**src/design/tdt_pkg.sv**
```systemverilog
package tdt_pkg;

    localparam int FRAME_W = 20;
    localparam int POS_W   = 32;
    localparam int CFG_W   = 18;
    localparam int SYM_W   = 8;

    localparam logic signed [FRAME_W-1:0] FRAME_MAX = 20'sh7FFFF;
    localparam logic signed [FRAME_W-1:0] FRAME_MIN = 20'sh80000;

    // Command characters
    localparam logic [SYM_W-1:0] SYM_PLUS   = 8'h2B;
    localparam logic [SYM_W-1:0] SYM_MINUS  = 8'h2D;
    localparam logic [SYM_W-1:0] SYM_CARET  = 8'h5E;
    localparam logic [SYM_W-1:0] SYM_AMP    = 8'h26;
    localparam logic [SYM_W-1:0] SYM_BSLASH = 8'h5C;
    localparam logic [SYM_W-1:0] SYM_SLASH  = 8'h2F;
    localparam logic [SYM_W-1:0] SYM_BAR    = 8'h7C;
    localparam logic [SYM_W-1:0] SYM_LPAREN = 8'h28;
    localparam logic [SYM_W-1:0] SYM_RPAREN = 8'h29;

    // Configuration register indexes
    localparam logic CFG_COS = 1'b0;
    localparam logic CFG_SIN = 1'b1;

    typedef struct packed {
        logic [SYM_W-1:0] symbol;
        logic             draws;
    } in_item_t;

    typedef struct packed {
        logic signed [POS_W-1:0] start_x;
        logic signed [POS_W-1:0] start_y;
        logic signed [POS_W-1:0] start_z;
        logic signed [POS_W-1:0] end_x;
        logic signed [POS_W-1:0] end_y;
        logic signed [POS_W-1:0] end_z;
        logic                    stack_overflow;
    } out_item_t;

    typedef logic [2:0][FRAME_W-1:0] vec_t;

    // Position and frame; frame holds heading, left, up at 0..2, 3..5, 6..8
    typedef struct packed {
        logic [2:0][POS_W-1:0]   pos;
        logic [8:0][FRAME_W-1:0] frm;
    } pose_t;

    typedef enum logic [2:0] {
        OP_NOP  = 3'd0,
        OP_ROT  = 3'd1,
        OP_FLIP = 3'd2,
        OP_PUSH = 3'd3,
        OP_POP  = 3'd4,
        OP_MOVE = 3'd5
    } op_t;

    typedef enum logic [1:0] {
        PAIR_HL = 2'd0,
        PAIR_HU = 2'd1,
        PAIR_LU = 2'd2
    } pair_t;

    typedef struct packed {
        op_t   op;
        pair_t pair;
        logic  neg;
        logic  draws;
        logic  fwd;
    } stage_t;

endpackage

```
**src/design/tdt_mix.sv**
```systemverilog
module tdt_mix #(
    parameter int FRAC_BITS = 16
) (
    input  logic signed [tdt_pkg::FRAME_W-1:0] x,
    input  logic signed [tdt_pkg::FRAME_W-1:0] y,
    input  logic signed [tdt_pkg::CFG_W-1:0]   c,
    input  logic signed [tdt_pkg::CFG_W:0]     k,
    output logic signed [tdt_pkg::FRAME_W-1:0] res
);
    import tdt_pkg::*;

    localparam int SUM_W = FRAME_W + CFG_W + 3;
    localparam logic signed [SUM_W-1:0] HALF = SUM_W'(1) <<< (FRAC_BITS - 1);

    logic signed [FRAME_W+CFG_W-1:0] prod_c;
    logic signed [FRAME_W+CFG_W:0]   prod_k;
    logic signed [SUM_W-1:0]         sum;
    logic signed [SUM_W-1:0]         scaled;

    // x*c + y*k, round half up, drop fraction bits, clamp to frame range
    always_comb
    begin
        prod_c = x * c;
        prod_k = y * k;
        sum    = SUM_W'(prod_c) + SUM_W'(prod_k) + HALF;
        scaled = sum >>> FRAC_BITS;
        if (scaled > SUM_W'(FRAME_MAX))
            res = FRAME_MAX;
        else if (scaled < SUM_W'(FRAME_MIN))
            res = FRAME_MIN;
        else
            res = scaled[FRAME_W-1:0];
    end

endmodule

```
**config.mk**
```make
export PLATFORM = sky130hd
export DESIGN_NAME = tdt_mix
export DESIGN_NICKNAME = d
export VERILOG_FILES = /design/src/design/tdt_pkg.sv /design/src/design/tdt_mix.sv
export SDC_FILE = /design/constraint.sdc
export NUM_CORES = 2
export LEC_CHECK = 0
export BUFFER_PORTS_ARGS = -buffer_cell sky130_fd_sc_hd__buf_2
export CAP_MARGIN = 20
export CORE_MARGIN = 5
export CORE_UTILIZATION = 60
export DETAILED_ROUTE_END_ITERATION = 8
export PLACE_DENSITY = 0.77
export SLEW_MARGIN = 20
export SYNTH_ARGS = -nofsm -noshare
export SYNTH_HDL_FRONTEND = slang
export SYNTH_SLANG_ARGS = --single-unit
```
**constraint.sdc**
```tcl
create_clock -name vclk -period 12.85
set_input_delay 1.9275 -clock vclk [all_inputs]
set_output_delay 1.9275 -clock vclk [all_outputs]
set_load 0.02 [all_outputs]
```
# ---- Word level (Yosys, flattened, before mapping)
# Cells that the tools add are included.
dict set report word_totals {
  in_bits 77
  out_inout_bits 20
  ff_bits 0
  word_cells 8
}
dict set report op_classes {
  muxes 2
  multipliers 2
  magnitude_cmp 2
  add_sub_neg 2
}
# op n
set op_table {}
lappend op_table {{40-bit by 17-bit adder with 41-bit output, second input constant} 1}
lappend op_table {{38-bit by 39-bit adder with 40-bit output} 1}
lappend op_table {{20-bit two-way mux} 2}
lappend op_table {{20-bit by 19-bit multiplier with 39-bit output} 1}
lappend op_table {{20-bit by 18-bit multiplier with 38-bit output} 1}
lappend op_table {{25-bit by 20-bit > comparator with 1-bit output, second input constant} 1}
lappend op_table {{25-bit by 20-bit < comparator with 1-bit output, second input constant} 1}

# ---- Longest topological paths before layout
dict set report depth {
  word_depth 6
  depth_mapped 30
}

# ---- Least setup slack after synthesis
# No wires, ideal clock.
dict set report synth_timing {
  path_kind {input port to output port}
  startpoint {in y[19] in the netlist's numbering}
  endpoint {out res[11] in the netlist's numbering}
  required_ps 10922
  cell_stages 26
  arrival_time_ps 9534
  path_slack_ps 1388
  path_cell_list {clkbuf_1 clkbuf_1 nand2_1 fa_1 fa_1 inv_1 fa_1 fa_1 fa_1 fa_1 fa_1 inv_1 fa_1 inv_1 ha_1 clkbuf_1 nand3_1 nor2_1 and3_1 a21boi_0 nor3b_2 o21ai_1 xor2_1 a41oi_2 buf_2 o21ai_1}
}
dict set report synth_via {
  elab_chain_len 6
  word_cells_on_any_way 7
}
# item line_no
set synth_rtl {}
lappend synth_rtl {{from (decl)} tdt_mix.sv:5} ;# input logic signed [tdt_pkg::FRAME_W-1:0] y,
lappend synth_rtl {{20-bit by 19-bit multiplier with 39-bit output (*)} tdt_mix.sv:24} ;# prod_k = y * k;
lappend synth_rtl {{38-bit by 39-bit adder with 40-bit output (*)} tdt_mix.sv:25} ;# sum = SUM_W'(prod_c) + SUM_W'(prod_k) + HALF;
lappend synth_rtl {{40-bit by 17-bit adder with 41-bit output (*)} tdt_mix.sv:25}
lappend synth_rtl {{25-bit by 20-bit < comparator with 1-bit output} tdt_mix.sv:29} ;# else if (scaled < SUM_W'(FRAME_MIN))
lappend synth_rtl {{20-bit two-way mux} tdt_mix.sv:29}
lappend synth_rtl {{20-bit two-way mux (*)} tdt_mix.sv:27} ;# if (scaled > SUM_W'(FRAME_MAX))
lappend synth_rtl {{to (decl)} tdt_mix.sv:8} ;# output logic signed [tdt_pkg::FRAME_W-1:0] res
# Every way passes the cells marked *; elsewhere a longest branch is shown, timed or not.

# ---- Worst setup path in the final report
dict set report layout_timing {
  startpoint {in y[19] in the netlist's numbering}
  endpoint {out res[5] in the netlist's numbering}
}
# The elaborated chain is that of the path after synthesis.

==> metrics <==
outcome complete, no violations; Post-DP Area 28700 µm²; Post-CTS Setup Inserts 0; clock buf count 0; Buf/Inv on CP 7; cts hold-fix bufs 0; DR vias/cell 5.54; main combinational cell family by area after synthesis adder cells; Synth Instances 2979; Post-Syn Area per Cell 9.36 µm²; crit-path max FO 19; RSZ-0062 raised after global routing false; Startpoint Class primary input; die area 50900 µm²; Final Critical Period 12270 ps; Hold Crit Start c[0]; design area 28700 µm²; Top delay family on crit path adder cells; final-report hold violation count 0; post-DR wirelength/cell 20.2 µm; post-route ant nets 0; drt first pass iters 8; Placed Instances 3559; Placer Congestion 0.931; vias in the first global route around 23000; Initial Utilization 60.3%; commonest non-fill, non-tap cells in the layout fa_1, inv_1, nand2_1; total grt overflow 0; fmax about 0.082 GHz; Synth Area in Compound Gates 2.99%; CORE AREA approximately 46000 µm²; Critical Path AT 10340 ps; post-synthesis cell type count 51; final setup fails 0; global-route wire length before repair 119 mm; Tot GR Track Use 30.2%; # IOs 97; # rows 79; Multi-input gate area about 24000 µm²; die width approximately 230 µm; Cell Count, Final, Fillers Out 3559; CP peak stage delay about 930 ps; total routed wirelength 72.0 mm; crit end category output pin; initial antenna violation count 1; max-slew violation count 0; initial DRC count between 1000 and 1500; mux contribution to synthesized area 0%; Worst slew margin 36.9%; HPWL Detailed 62.7 mm; Mapped Area 27900 µm²; HP Class in2out; cts repair resizes 0; YS warnings 0; Final nets 4031; final hold slack between 5000 and 6000 ps; Worst Hold Depth 8; ant diodes 0; Die Y between 200 and 250 µm; number of max-cap violations 0; CP max stage cell fa_1; CP Depth 26; IO buf count 97; pin count of the biggest net entering global routing 22; Reg area 0 µm²; area grow syn2layout 2.87%; Final period util 95.5%; Mapped Nets 4056; Worst-Margin Slew around 940 ps; most common cell after layout, fill and taps aside fa_1; flip-flop and latch count 0; Hold EP res[3]; share of layout cells above drive strength 1 3.96%; Synth Area in Adders 67.7%; Setup Crit Path Kind in2out; vias between 15000 and 20000; simple-gate share of the synthesized area about 15%; DRC 0; critical path's most frequent cell fa_1; post-synthesis xor/xnor area fraction around 1.2%; post-synthesis sequential area ratio 0%; fillers between 3000 and 4000; Worst Path Required 10920 ps; setup TNS 0 ps
## worst max-delay path by stage
| stage | startpoint | endpoint | slack (ps) |
|---|---|---|---|
| floorplan | y[19] | res[11] | 1390 |
| global placement | x[19] | res[3] | 850 |
| detailed placement | x[19] | res[5] | 660 |
| CTS | x[19] | res[5] | 630 |
| global route | x[19] | res[5] | 100 |
| finish | y[19] | res[5] | 580 |
## metal layers
layer	track usage (%)	part of all wire (%)	up-vias
met1	34.0	33	10500
met2	58.6	57	723
met5	0	0	-
met4	13.3	5.6	0
met3	2.11	4.3	221
li1	-	-	8308
## logic make-up after synthesis
group / count (synthesis)
AOI/OAI and AO/OA: 129
xor gates and xnor gates: 37
adders and majority gates: 1000
buffers and inverters: 977
and+or+nand+nor: 836
## cell type report
cell class                 instances  area share (%)
inverter                         843            11.0
multi-input combinational       2002            84.4
tap                              607            2.65
timing repair buffer             107            1.95
## synth_stat cells, types with 5 or more instances
cell	n	share of area (%)
nor2b_1	15	0.34
o21a_1	5	0.13
o21ai_1	12	0.22
a31oi_1	7	0.16
nand2b_1	13	0.29
inv_1	842	11
nand3_1	9	0.16
ha_1	152	6.8
nand2_1	389	5.2
a21o_1	10	0.27
a211oi_1	5	0.13
xor2_1	15	0.47
clkbuf_1	130	1.8
nand4_1	10	0.22
o21ai_0	31	0.56
nor2_1	41	0.55
and2_1	341	7.7
xnor2_1	22	0.69
fa_1	848	61
a21oi_1	31	0.56
## metrics by stage
step	setup WS [ps]	utilization, %
6_report	583	62.0
5_1_grt	103	62.0
2_1_floorplan	1390	-
4_1_cts	631	62.0
3_5_place_dp	662	62.0
3_3_place_gp	849	62.0
Power is left out: the tool's default activity adds up to more than one toggle a clock period on the data nets, which glitch-free logic cannot reach.
